[src/rtl/lzwe_pkg.sv]
// Package: constants, payload types and the dictionary entry layout of the LZW encoder.
`timescale 1ns / 1ps
package lzwe_pkg;

  localparam int LAST_CODE  = 32767;
  localparam int CODE_W     = $clog2(LAST_CODE + 1);
  localparam int FREE_W     = CODE_W + 1;
  localparam int SLOT_W     = CODE_W + 1;
  localparam int KEY_W      = CODE_W + 8;
  localparam int TAG_W      = 8;
  localparam int WIDTH_W    = 5;
  localparam int COUNT_W    = 17;
  localparam int BUMP_W     = 18;
  localparam int BUF_W      = 24;
  localparam int BITS_W     = 5;

  localparam logic [CODE_W-1:0]  END_CODE   = CODE_W'(256);
  localparam logic [FREE_W-1:0]  FIRST_FREE = FREE_W'(257);
  localparam logic [WIDTH_W-1:0] FIRST_WIDTH = WIDTH_W'(9);
  localparam logic [COUNT_W-1:0] FIRST_COUNT = COUNT_W'(256);
  localparam logic [BUMP_W-1:0]  FIRST_BUMP  = BUMP_W'(512);

  typedef struct packed {
    logic [7:0] in_byte;
    logic       in_last;
  } in_t;

  typedef struct packed {
    logic [7:0] out_byte;
    logic       out_last;
  } out_t;

  typedef struct packed {
    logic [CODE_W-1:0] code;
    logic              fin;
  } code_req_t;

  typedef struct packed {
    logic [TAG_W-1:0]  tag;
    logic [KEY_W-1:0]  key;
    logic [CODE_W-1:0] code;
  } dict_ent_t;

  typedef enum logic [2:0] {
    ST_CLEAR,
    ST_IDLE,
    ST_PROBE,
    ST_MISS,
    ST_FIN,
    ST_END
  } eng_state_t;

endpackage

[src/rtl/lzwe_packer.sv]
// Bit packer: takes codes at the current width and sends them out LSB-first as bytes.
`timescale 1ns / 1ps
module lzwe_packer (
  input  logic              clk,
  input  logic              rst,
  input  logic              code_valid,
  output logic              code_ready,
  input  lzwe_pkg::code_req_t code_data,
  output logic              out_valid,
  input  logic              out_ready,
  output lzwe_pkg::out_t    out_data
);
  import lzwe_pkg::*;

  logic [BUF_W-1:0]   bitbuf, bitbuf_next;
  logic [BITS_W-1:0]  nbits, nbits_next;
  logic [WIDTH_W-1:0] width, width_next;
  logic [COUNT_W-1:0] emitted, emitted_next;
  logic [BUMP_W-1:0]  bump, bump_next;
  logic               busy, busy_next;
  logic               fin, fin_next;
  logic               ovalid, ovalid_next;
  out_t               obuf, obuf_next;
  logic               can_load;
  logic [16:0]        mask;
  logic [16:0]        code_m;
  logic [COUNT_W-1:0] emitted_inc;

  assign code_ready = !busy;
  assign can_load   = !ovalid || out_ready;
  assign out_valid  = ovalid;
  assign out_data   = obuf;
  assign mask       = 17'((18'd1 << width) - 18'd1);
  assign code_m     = 17'(code_data.code) & mask;
  assign emitted_inc = emitted + COUNT_W'(1);

  always_comb begin
    bitbuf_next  = bitbuf;
    nbits_next   = nbits;
    width_next   = width;
    emitted_next = emitted;
    bump_next    = bump;
    busy_next    = busy;
    fin_next     = fin;
    ovalid_next  = ovalid && !out_ready;
    obuf_next    = obuf;
    if (!busy) begin
      if (code_valid) begin
        bitbuf_next = bitbuf | (BUF_W'(code_m) << nbits);
        nbits_next  = nbits + BITS_W'(width);
        busy_next   = 1'b1;
        fin_next    = code_data.fin;
        if (code_data.fin) begin
          width_next   = FIRST_WIDTH;
          emitted_next = FIRST_COUNT;
          bump_next    = FIRST_BUMP;
        end else if (emitted < COUNT_W'(LAST_CODE)) begin
          emitted_next = emitted_inc;
          if (BUMP_W'(emitted_inc) == bump) begin
            bump_next  = bump << 1;
            width_next = width + WIDTH_W'(1);
          end
        end
      end
    end else if (can_load) begin
      if (nbits >= BITS_W'(8)) begin
        ovalid_next       = 1'b1;
        obuf_next.out_byte = bitbuf[7:0];
        obuf_next.out_last = fin && (nbits == BITS_W'(8));
        bitbuf_next       = bitbuf >> 8;
        nbits_next        = nbits - BITS_W'(8);
      end else begin
        // flush the leftover bits only at end of stream, and only if there are any
        if (fin && nbits != '0) begin
          ovalid_next        = 1'b1;
          obuf_next.out_byte = bitbuf[7:0];
          obuf_next.out_last = 1'b1;
        end
        if (fin) begin
          bitbuf_next = '0;
          nbits_next  = '0;
        end
        busy_next = 1'b0;
      end
    end
  end

  always_ff @(posedge clk) begin
    if (rst) begin
      bitbuf  <= '0;
      nbits   <= '0;
      width   <= FIRST_WIDTH;
      emitted <= FIRST_COUNT;
      bump    <= FIRST_BUMP;
      busy    <= 1'b0;
      fin     <= 1'b0;
      ovalid  <= 1'b0;
    end else begin
      bitbuf  <= bitbuf_next;
      nbits   <= nbits_next;
      width   <= width_next;
      emitted <= emitted_next;
      bump    <= bump_next;
      busy    <= busy_next;
      fin     <= fin_next;
      ovalid  <= ovalid_next;
    end
    obuf <= obuf_next;
  end

endmodule

[config.mk]
export PLATFORM = sky130hd
export DESIGN_NAME = lzwe_packer
export DESIGN_NICKNAME = d
export VERILOG_FILES = /design/src/rtl/lzwe_pkg.sv /design/src/rtl/lzwe_packer.sv
export SDC_FILE = /design/constraint.sdc
export NUM_CORES = 1
export LEC_CHECK = 0
export BUFFER_PORTS_ARGS = -buffer_cell sky130_fd_sc_hd__buf_2
export CORE_MARGIN = 8
export CORE_UTILIZATION = 48
export DETAILED_ROUTE_END_ITERATION = 10
export GPL_TIMING_DRIVEN = 0
export PLACE_DENSITY = 0.65
export SYNTH_ARGS = -nofsm -noshare
export SYNTH_HDL_FRONTEND = slang
export SYNTH_SLANG_ARGS = --single-unit
[constraint.sdc]
create_clock -name clk -period 4.67 [get_ports clk]
set_input_delay 0.2335 -clock clk [delete_from_list [all_inputs] [get_ports clk]]
set_output_delay 0.2335 -clock clk [all_outputs]
set_load 0.01 [all_outputs]
## After elaboration in Yosys (flattened, before gate mapping)

Cells that the tools add are included.

| operators by class | value |
|---|---|
| $add $sub $neg | 5 |
| order comparisons | 2 |
| equal/unequal tests | 4 |
| shift operators | 2 |
| muxes and demuxes | 28 |
| bitwise gates (word level) | 3 |
| reduce and logical (&&, ||, !) cells | 17 |

Operators with widths:

| kind | count |
|---|---|
| $mux 24 | 5 |
| $mux 18 | 3 |
| $mux 5 | 8 |
| $mux 17 | 2 |
| $or 24x24->24 | 1 |
| $shl 17x5->24 | 1 |
| $eq 17x18->1 | 1 |
| $mux 9 | 2 |
| $add 17x1->17 const B | 1 |
| $and 15x17->17 | 1 |
| $lt 17x15->1 const B | 1 |
| $shl 1x5->17 const A | 1 |
| $sub 17x1->17 const B | 1 |
| $reduce_and 3->1 | 3 |
| $mux 1 | 8 |
| $reduce_bool 2->1 | 4 |
| $add 5x1->5 const B | 1 |
| $add 5x5->5 | 1 |
| $eq 5x4->1 const B | 1 |
| $ge 5x4->1 const B | 1 |
| $reduce_bool 5->1 | 1 |
| $sub 5x4->5 const B | 1 |
| $reduce_and 4->1 | 1 |
| $logic_and 1x1->1 | 3 |
| 6 further kinds | 8 |

| storage, ports and cells | value |
|---|---|
| bits in registers | 81 |
| input bits | 20 |
| output and inout bits | 11 |
| word-level logic and storage cells | 71 |

## Depth between registers and ports, before layout

Gate-level depths: netlist of the first run.

| logic depth | value |
|---|---|
| depth after elaboration | 7 |
| mapped depth | 13 |
| depth with buffers taken out | 12 |

## Worst setup path before layout of the first run

No wires, ideal clock.

| timing path | value |
|---|---|
| path type | reg-to-reg |
| start | register width[1] |
| end | register bitbuf[11] |
| library setup time | 0.074 ns |
| arrival time | 3.391 ns |
| required time | 4.596 ns |
| setup slack | 1.204 ns |
| cell stages (with the launch flop) | 14 |
| buffers on the path | 1 |
| period minus slack after synthesis | 3.466 ns |
| cells stage by stage | dfxtp_1 inv_1 ha_1 buf_2 or4b_2 ha_1 nor2b_1 a22oi_4 xnor2_1 a32o_1 inv_1 mux4_2 a21o_1 a31oi_1 |

| between the ends | value |
|---|---|
| longest elaborated chain between the ends | 7 |

RTL lines:

| element | RTL line | text |
|---|---|---|
| start: declaration | lzwe_packer.sv:17 | `logic [WIDTH_W-1:0] width, width_next;` |
| start signal: assignment | lzwe_packer.sv:101 | `width <= width_next;` |
| $shl 1x5->17 | lzwe_packer.sv:33 | `assign mask = 17'((18'd1 << width) - 18'd1);` |
| $sub 17x1->17 | lzwe_packer.sv:33 |  |
| $and 15x17->17 | lzwe_packer.sv:34 | `assign code_m = 17'(code_data.code) & mask;` |
| $shl 17x5->24 | lzwe_packer.sv:49 | `bitbuf_next = bitbuf \| (BUF_W'(code_m) << nbits);` |
| $or 24x24->24 | lzwe_packer.sv:49 |  |
| $mux 24 | lzwe_packer.sv:48 | `if (code_valid) begin` |
| $mux 24 | lzwe_packer.sv:47 | `if (!busy) begin` |
| end signal: assignment | lzwe_packer.sv:99 | `bitbuf <= bitbuf_next;` |
| end: declaration | lzwe_packer.sv:15 | `logic [BUF_W-1:0] bitbuf, bitbuf_next;` |

Every way passes these cells. The select of a mux whose other input is x is not followed.
A chain may end at the register's enable or synchronous reset.

## Final worst setup path of the first run

| timing path | value |
|---|---|
| start | register width[1] |
| end | register bitbuf[12] |

The elaborated chain is that of the path after synthesis.

==> flow_summary.json, run 1 <==
{
  "status": "finished, final reports clean",
  "fin_skew_ns": 0.00768,
  "grt_pass1_vias": 5198,
  "antenna_found_initial": 0,
  "cts_tree": "built",
  "crit_path_max_incr_delay_ns": 0.55,
  "ios": 31,
  "drt_wl_total_mm": 16.6,
  "synthFlopType": "dfxtp_1",
  "ant_nets": 0,
  "hp-class": "in2reg",
  "initial_core_util": 0.493,
  "fin_nets": 763,
  "min_period_over_period": 0.911,
  "min_path_cells": 2,
  "grt_pass1_wl_mm": 26.8,
  "dp_cells": 859,
  "drt_iter0_drc": 508,
  "worst_slew_pin_slew_ns": 0.762,
  "core-area_sq_um": 10800,
  "async_flop_share": 0,
  "finalHoldViolations": 0,
  "h-tree-depth": 3,
  "rsz0062_at_grt": "no",
  "yosys_warnings": 0,
  "drc_errors": 0,
  "pwr-share-seq": 0.425,
  "synthCells": 690,
  "cts.sinks": 72,
  "hpwlAfterDp_mm": 12.6,
  "yosysSeqAreaShare": 0.286,
  "synth_edf_count": 9,
  "path_delay_family": "compound AO/OA/AOI/OAI gates",
  "drv_slew": 0,
  "port_buffers": 29,
  "via_per_inst": 6.36,
  "path_max_fanout": 10,
  "setup.worst_path.class": "reg2reg",
  "cap_viol_max_count": 0,
  "leakage_nw": 2.10,
  "max_freq_ghz": 0.235,
  "startpoint": "width[1]$_SDFFE_PP0P_",
  "grt_overflow": 0,
  "cts_buffers": 9,
  "p_int_mw": 1.11,
  "wl_per_cell_um": 19.0,
  "power_mw": 1.59,
  "end_kind": "flip-flop",
  "area_growth_pct": 10.5,
  "num_rows": 38,
  "dieWidth_um": 122,
  "cp.required_ns": 4.89,
  "die_h_um": 122,
  "cts_setup_buffers": 0,
  "synth.net_count": 723,
  "hp-start": "code_valid",
  "netlist_area_sq_um": 5350,
  "dieArea_sq_um": 14800,
  "cts-root-buf": "clkbuf_8",
  "firstDrtPassIters": 5,
  "final_cells": 875,
  "synth.avg_cell_area_sq_um": 7.75,
  "grt_max_degree": 14,
  "path_buf_inv": 2,
  "drive_gt1_frac": 0.124,
  "peakVddDrop_uv": 218,
  "path_depth": 13,
  "path_cells": "inv_1 -> ha_1 -> buf_4 -> or4b_1 -> ha_1 -> nor2b_1 -> a22oi_4 -> o21bai_1 -> a211oi_1 -> and2_1 -> o31ai_1 -> a221oi_2 -> a211oi_1",
  "worstRegToRegCells": 13,
  "power_switching_mw": 0.484,
  "grt_use_total": 0.224,
  "relSlewSlack": 0.491,
  "clk_pin_slew_ns": 0.08,
  "post_cts_resized": 0,
  "p_per_area_nw_per_um2": 270,
  "final_core_utilization": 0.545,
  "synth_cell_types": 92,
  "gp_congestion": 0.895,
  "start_kind": "flip-flop",
  "r2r-start": "width[1]$_SDFFE_PP0P_",
  "slowest_stage": "a211oi_1",
  "finalSetupTns_ns": 0,
  "swShare": 0.303,
  "clock_path_buffers": 2,
  "diodes": 0,
  "comb_power_share": 0.187,
  "p_clk_frac": 0.388,
  "min_period_ns": 4.26,
  "hold_buffers": 0,
  "vias": 5569,
  "synth.ff_latch_count": 72,
  "arrival_ns": 4.48,
  "insertion_delay_ns": 0.36,
  "finalSetupViolations": 0
}
[power by group through the flow]
stage	clock network, mW	registers [mW]	logic, mW
after floorplan	0	0.686	0.200
after global placement	0	0.690	0.287
after detailed placement	0	0.691	0.290
after CTS	0.620	0.676	0.292
after global routing	0.641	0.680	0.327
final	0.619	0.677	0.299
[worst reg2reg max path, delay by kind of cell, from the launching register on]
family                     cells  cell delay [ns]
and+or+nand+nor                3             0.98
adders and majority gates      2             0.64
DFF                            1             0.41
buffers and inverters          2             0.35
AOI/OAI and AO/OA              6             1.72
[per-stage QoR]
stage / hold WS (ns) / instance area (sq um) / setup WS [ns]
floorplan: 0.382 / 5350 / 1.20
global placement: 0.420 / 5670 / 0.546
detailed placement: 0.420 / 5670 / 0.511
CTS: 0.186 / 5910 / 0.492
global route: 0.196 / 5910 / 0.156
finish: 0.186 / 5910 / 0.415
[layout by cell type (no fill, tap or decap), types with 7 or more instances in the layout]
cell | Yosys | routed
buf_2 | 11 | 40
nor3_1 | 16 | 16
clkbuf_8 | 0 | 9
nor4_1 | 7 | 7
nor2_1 | 52 | 52
clkbuf_1 | 28 | 29
nand2b_1 | 7 | 7
mux2i_1 | 7 | 7
nand4_1 | 9 | 9
o211ai_1 | 11 | 11
or3_1 | 8 | 8
nand3_1 | 40 | 40
a21o_1 | 8 | 8
a22oi_1 | 8 | 8
nand2_1 | 77 | 77
inv_1 | 15 | 15
a31oi_1 | 10 | 10
xor2_1 | 12 | 12
o21ai_0 | 39 | 39
dfxtp_1 | 63 | 63
nand3b_1 | 8 | 8
edfxtp_1 | 9 | 9
and2_1 | 7 | 7
a21oi_1 | 53 | 53
xnor2_1 | 9 | 9
nor2b_1 | 9 | 9
and3_1 | 8 | 8
ha_1 | 12 | 12
a211oi_1 | 13 | 13
[flip-flops by register name, summed over array words and instances (netlist names)]
| signal | count |
|---|---|
| emitted | 17 |
| width | 5 |
| out_valid | 1 |
| out_data | 9 |
| bump | 9 |
| bitbuf | 24 |
| fin | 1 |
| busy | 1 |
| nbits | 5 |
[final cells by class]
class,instances,area (sq um)
repair buffers,29,145
clock buffers,10,128
inverters,18,67.6
well taps,140,175
plain buffers,50,229
flip-flops and latches,72,1530
multi-input cells,550,3520
clock inverters,6,116
fillers,1011,4930
[cell usage after synthesis (all sizes together), types with 4 or more instances]
library cell / n / area share
o211ai: 13 / 0.020
nand4: 10 / 0.013
or2: 5 / 0.0058
nand3: 40 / 0.037
nor2: 53 / 0.038
a211oi: 13 / 0.018
a31oi: 10 / 0.012
and2: 7 / 0.0082
nand3b: 8 / 0.011
xnor2: 9 / 0.015
a21o: 8 / 0.011
and3: 8 / 0.0094
inv: 15 / 0.011
a221oi: 6 / 0.011
a21oi: 55 / 0.053
o21ai: 47 / 0.047
a311oi: 7 / 0.013
xor2: 12 / 0.020
a22oi: 9 / 0.015
edfxtp: 9 / 0.051
nor3b: 6 / 0.0084
nand2b: 7 / 0.0082
buf: 21 / 0.022
dfxtp: 63 / 0.24
nor2b: 9 / 0.011
ha: 12 / 0.028
o31ai: 6 / 0.0084
nor4: 10 / 0.020
nand2: 77 / 0.054
nand4b: 4 / 0.0065
or3: 8 / 0.0094
nor3: 19 / 0.021
clkbuf: 29 / 0.021
mux2i: 7 / 0.013
[cells by family (layout without fill, tap and decap cells)]
group / Yosys count / in the layout / synth area share
multiplexers: 9 / 9 / 0.0194
buffers and inverters: 68 / 113 / 0.0554
XOR/XNOR: 21 / 21 / 0.0344
adder cells (fa/ha/maj): 13 / 13 / 0.0318
AO/OA/AOI/OAI: 221 / 221 / 0.285
AND/OR/NAND/NOR: 286 / 286 / 0.287
flip-flops: 72 / 72 / 0.286
[path summary, 6_finish.rpt]
kind / endpoint / slack, ns
setup / recovery: bitbuf[12]$_SDFFE_PP0P_ / 0.41
hold / removal: busy$_SDFF_PP0_ / 0.19
hold reg to reg: out_data[1]$_DFFE_PP_ / 0.44
setup reg to reg: bitbuf[12]$_SDFFE_PP0P_ / 0.41
[metal layers]
metal / share of wire / track usage / wire (um) / vias to the layer above
met5: 0 / 0 / 0 / -
met4: 0.032 / 0.104 / 530 / 0
met3: 0.058 / 0.0356 / 958 / 42
met2: 0.45 / 0.353 / 7470 / 231
met1: 0.46 / 0.296 / 7690 / 2631
li1: - / - / - / 2665
Power figures use the tool's default switching activity.
==> run 2, diff against run 1 <==
--- a/config.mk
+++ b/config.mk
@@ -6,6 +6,7 @@
 export NUM_CORES = 1
 export LEC_CHECK = 0
 export BUFFER_PORTS_ARGS = -buffer_cell sky130_fd_sc_hd__buf_2
+export CORE_ASPECT_RATIO = 1.2
 export CORE_MARGIN = 8
 export CORE_UTILIZATION = 48
 export DETAILED_ROUTE_END_ITERATION = 10
==> flow_summary.json, run 2 (synthesis results as in run 1) <==
{
  "drc_errors": 0,
  "gp_congestion": 0.970,
  "cap_viol_max_count": 0,
  "port_buffers": 29,
  "path_delay_family": "compound AO/OA/AOI/OAI gates",
  "cp.required_ns": 4.86,
  "ios": 31,
  "dieArea_sq_um": 14800,
  "finalHoldViolations": 0,
  "vias": 5603,
  "dpl-instance-area_sq_um": 5660,
  "pwr-share-seq": 0.388,
  "path_max_fanout": 10,
  "fill_cells": 1068,
  "die_h_um": 132,
  "finalSetupTns_ns": 0,
  "grt_pass1_vias": 5262,
  "min_period_ns": 4.18,
  "start_kind": "flip-flop",
  "layout_common_cells": "nand2_1 (77), dfxtp_1 (63), a21oi_1 (53)",
  "num_rows": 42,
  "hp-class": "in2reg",
  "drt_wl_total_mm": 16.8,
  "cts_buffers": 9,
  "h-tree-depth": 3,
  "power_switching_mw": 0.518,
  "clk_pin_slew_ns": 0.06,
  "worst_slew_pin_slew_ns": 0.857,
  "fin_nets": 763,
  "post_cts_resized": 0,
  "grt_pass1_wl_mm": 27.0,
  "grt_overflow": 0,
  "min_period_over_period": 0.895,
  "via_per_inst": 6.46,
  "grt_use_total": 0.222,
  "p_per_area_nw_per_um2": 291,
  "cts-root-buf": "clkbuf_16",
  "dieWidth_um": 112,
  "clock_path_buffers": 2,
  "p_clk_frac": 0.439,
  "peakVddDrop_uv": 188,
  "swShare": 0.297,
  "initial_core_util": 0.489,
  "drv_slew": 0,
  "ant_nets": 0,
  "insertion_delay_ns": 0.34,
  "leakage_nw": 2.14,
  "drive_gt1_frac": 0.125,
  "path_cells": "inv_1 -> ha_1 -> buf_4 -> or4b_1 -> ha_1 -> nor2b_1 -> a22oi_4 -> o21bai_1 -> a211oi_1 -> and2_1 -> o31ai_1 -> a221oi_2 -> a211oi_1",
  "grt_max_degree": 15,
  "diodes": 0,
  "hpwlAfterDp_mm": 12.6,
  "wl_per_cell_um": 19.4,
  "arrival_ns": 4.37,
  "setup.worst_path.class": "reg2reg",
  "path_buf_inv": 2,
  "mostFrequentLayoutCell": "nand2_1",
  "p_int_mw": 1.23,
  "hold_buffers": 0,
  "antenna_found_initial": 0,
  "firstDrtPassIters": 5,
  "core-area_sq_um": 10900,
  "area_growth_pct": 12.0,
  "regMostFlops": "bitbuf",
  "rsz0062_at_grt": "no",
  "cts.sinks": 72,
  "comb_power_share": 0.174,
  "crit_path_max_incr_delay_ns": 0.55,
  "drt_iter0_drc": 429,
  "final_core_utilization": 0.548,
  "fin_skew_ns": 0.00546,
  "relSlewSlack": 0.428,
  "cts_tree": "built",
  "slowest_stage": "or4b_1",
  "max_freq_ghz": 0.239,
  "reg_top3": "bitbuf x24, emitted x17",
  "cts_setup_buffers": 0,
  "fin_area_sq_um": 5990,
  "largest_reg_flops": 24,
  "end_kind": "flip-flop",
  "finalSetupViolations": 0,
  "status": "finished, final reports clean"
}
run 2: cell types whose count changed in the layout (fill, tap and decap cells not counted), sizes merged:
cell / delta
clkinvlp: +2
bufinv: -1
clkinv: -1
inv: +1
clkbuf: -1
run 2: final timing paths:
kind / from / endpoint / slack, ns / depth (start not counted)
min: code_valid / busy$_SDFF_PP0_ / 0.21 / 2
min reg2reg: bitbuf[5]$_SDFFE_PP0P_ / out_data[6]$_DFFE_PP_ / 0.44 / 0
max reg2reg: width[1]$_SDFFE_PP0P_ / bitbuf[12]$_SDFFE_PP0P_ / 0.49 / 13
max: width[1]$_SDFFE_PP0P_ / bitbuf[12]$_SDFFE_PP0P_ / 0.49 / 13
run 2: routing by layer:
metal | part of all wire | track usage
met3 | 0.056 | 0.0399
met4 | 0.040 | 0.107
met1 | 0.42 | 0.265
met2 | 0.48 | 0.375
met5 | 0 | 0
run 2: power groups by stage:
stage	sequential (mW)	clock, mW	combinational (mW)
after floorplan	0.686	0	0.200
after global placement	0.688	0	0.287
after detailed placement	0.689	0	0.291
after CTS	0.676	0.775	0.295
after global routing	0.680	0.798	0.329
final	0.677	0.766	0.303
run 2: cell type report:
class                      count  area [sq um]  share of cell area
multi-input combinational    550          3520               0.588
sequential                    72          1530               0.256
buffer                        50           229              0.0382
clock buffer                   9           225              0.0376
tap                          132           165              0.0276
timing repair buffer          29           145              0.0242
clock inverter                 7           104              0.0173
inverter                      18          67.6              0.0113
run 2: stage by stage:
step | instances | power, mW | setup slack (ns) | hold WS (ns)
2_1_floorplan | 690 | 0.886 | 1.20 | 0.382
3_3_place_gp | 851 | 0.976 | 0.614 | 0.420
3_5_place_dp | 851 | 0.981 | 0.551 | 0.423
4_1_cts | 867 | 1.75 | 0.536 | 0.204
5_1_grt | 867 | 1.81 | 0.278 | 0.203
6_report | 867 | 1.75 | 0.490 | 0.212
==> run 3, diff against run 2 <==
--- a/config.mk
+++ b/config.mk
@@ -6,12 +6,12 @@
 export NUM_CORES = 1
 export LEC_CHECK = 0
 export BUFFER_PORTS_ARGS = -buffer_cell sky130_fd_sc_hd__buf_2
-export CORE_ASPECT_RATIO = 1.2
 export CORE_MARGIN = 8
 export CORE_UTILIZATION = 48
 export DETAILED_ROUTE_END_ITERATION = 10
 export GPL_TIMING_DRIVEN = 0
 export PLACE_DENSITY = 0.65
+export REMOVE_ABC_BUFFERS = 1
 export SYNTH_ARGS = -nofsm -noshare
 export SYNTH_HDL_FRONTEND = slang
 export SYNTH_SLANG_ARGS = --single-unit
==> flow_summary.json, run 3 (synthesis results as in run 1) <==
{
  "start_kind": "flip-flop",
  "gp_congestion": 0.901,
  "hold_buffers": 0,
  "clk_pin_slew_ns": 0.08,
  "via_per_inst": 6.38,
  "max_freq_ghz": 0.241,
  "wl_per_cell_um": 18.0,
  "grt_max_degree": 41,
  "finalSetupViolations": 0,
  "drt_wl_total_mm": 14.9,
  "num_rows": 38,
  "end_kind": "flip-flop",
  "fill_cells": 1052,
  "reg_top3": "bitbuf x24, emitted x17",
  "diodes": 0,
  "grt_pass1_wl_mm": 24.3,
  "core-area_sq_um": 10800,
  "min_period_over_period": 0.889,
  "setup.worst_path.class": "reg2reg",
  "cts-root-buf": "clkbuf_8",
  "h-tree-depth": 3,
  "drv_slew": 0,
  "die_h_um": 122,
  "relSlewSlack": 0.248,
  "vias": 5272,
  "mostFrequentLayoutCell": "nand2_1",
  "hpwlAfterDp_mm": 10.5,
  "drt_iter0_drc": 581,
  "finalSetupTns_ns": 0,
  "worst_slew_pin_slew_ns": 1.12,
  "initial_core_util": 0.493,
  "drive_gt1_frac": 0.106,
  "hp-class": "in2reg",
  "post_cts_resized": 0,
  "port_buffers": 30,
  "area_growth_pct": 5.36,
  "cts_setup_buffers": 0,
  "antenna_found_initial": 0,
  "fin_nets": 714,
  "firstDrtPassIters": 5,
  "min_period_ns": 4.15,
  "slowest_stage": "or4b_1",
  "dieWidth_um": 122,
  "cts.sinks": 72,
  "cts_buffers": 9,
  "finalHoldViolations": 0,
  "grt_pass1_vias": 4792,
  "fin_skew_ns": 0.0146,
  "grt_use_total": 0.202,
  "leakage_nw": 1.97,
  "regMostFlops": "bitbuf",
  "rsz0062_at_grt": "no",
  "status": "finished, final reports clean",
  "largest_reg_flops": 24,
  "arrival_ns": 4.41,
  "cap_viol_max_count": 0,
  "peakVddDrop_uv": 156,
  "layout_common_cells": "nand2_1 (77), dfxtp_1 (63), a21oi_1 (53)",
  "dieArea_sq_um": 14800,
  "cp.required_ns": 4.93,
  "path_cells": "inv_1 -> ha_1 -> or4b_1 -> ha_1 -> nor2b_1 -> a22oi_4 -> a211oi_1 -> xor2_1 -> o32ai_1 -> o21ai_0 -> nand2_1 -> a31o_2",
  "p_per_area_nw_per_um2": 257,
  "ant_nets": 0,
  "p_clk_frac": 0.342,
  "p_int_mw": 0.991,
  "drc_errors": 0,
  "ios": 31,
  "comb_power_share": 0.176,
  "swShare": 0.315,
  "dpl-instance-area_sq_um": 5450,
  "insertion_delay_ns": 0.37,
  "pwr-share-seq": 0.482,
  "path_common_cell": "ha_1",
  "path_max_fanout": 14,
  "fin_area_sq_um": 5640,
  "cts_tree": "built",
  "crit_path_max_incr_delay_ns": 0.56,
  "clock_path_buffers": 2,
  "power_switching_mw": 0.456,
  "grt_overflow": 0
}
==> run 3: changes by cell type in the layout (fill, tap and decap cells not counted), sizes merged <==
cell / change
clkbuf: -27
buf: -20
clkinv: +2
inv: -2
bufinv: -1
clkinvlp: -1
==> run 3: worst paths after layout <==
kind              slack (ns)  cells past startpoint                      end              startpoint
setup / recovery        0.52                     12  bitbuf[14]$_SDFFE_PP0P_   width[1]$_SDFFE_PP0P_
hold / removal          0.19                      2          busy$_SDFF_PP0_              code_valid
setup reg to reg        0.52                     12  bitbuf[14]$_SDFFE_PP0P_   width[1]$_SDFFE_PP0P_
hold reg to reg         0.44                      0    out_data[3]$_DFFE_PP_  bitbuf[2]$_SDFFE_PP0P_
==> run 3: final cells by class <==
type	count	area, sq um	area share
clock buffers	11	131	0.0233
clock inverters	5	58.8	0.0104
inverters	18	67.6	0.0120
multi-input cells	550	3520	0.625
flip-flops and latches	72	1530	0.272
well taps	140	175	0.0311
repair buffers	30	150	0.0266
==> run 3: per-layer routing <==
layer | share of wire | track usage | routed length [um] | vias to the layer above
met5 | 0 | 0 | 0 | -
met4 | 0.027 | 0.0725 | 395 | 0
met1 | 0.46 | 0.271 | 6840 | 2504
met2 | 0.46 | 0.313 | 6810 | 175
li1 | - | - | - | 2567
met3 | 0.057 | 0.0426 | 856 | 26
==> run 3: critical path: cells and delay by family, from the launching register on <==
family          cells  cell delay (ns)
xor+xnor            1             0.50
simple gates        3             0.91
compound gates      5             1.27
flops               1             0.40
buf+inv             1             0.13
fa+ha+maj           2             0.84
==> run 3: power groups by stage <==
stage | Sequential, mW | Clock, mW | Combinational [mW]
global route | 0.702 | 0.529 | 0.281
finish | 0.697 | 0.495 | 0.255
detailed placement | 0.711 | 0 | 0.250
CTS | 0.696 | 0.497 | 0.252
global placement | 0.709 | 0 | 0.246
floorplan | 0.700 | 0 | 0.169
==> run 3: per-stage QoR <==
step	hold slack [ns]	power [mW]	cells	setup WS, ns	utilization
final	0.189	1.45	826	0.521	0.520
after global routing	0.185	1.51	826	0.331	0.520
after CTS	0.188	1.44	826	0.562	0.520
after detailed placement	0.419	0.961	810	0.591	0.502
after global placement	0.417	0.955	810	0.645	0.502
after floorplan	0.303	0.870	640	1.17	-
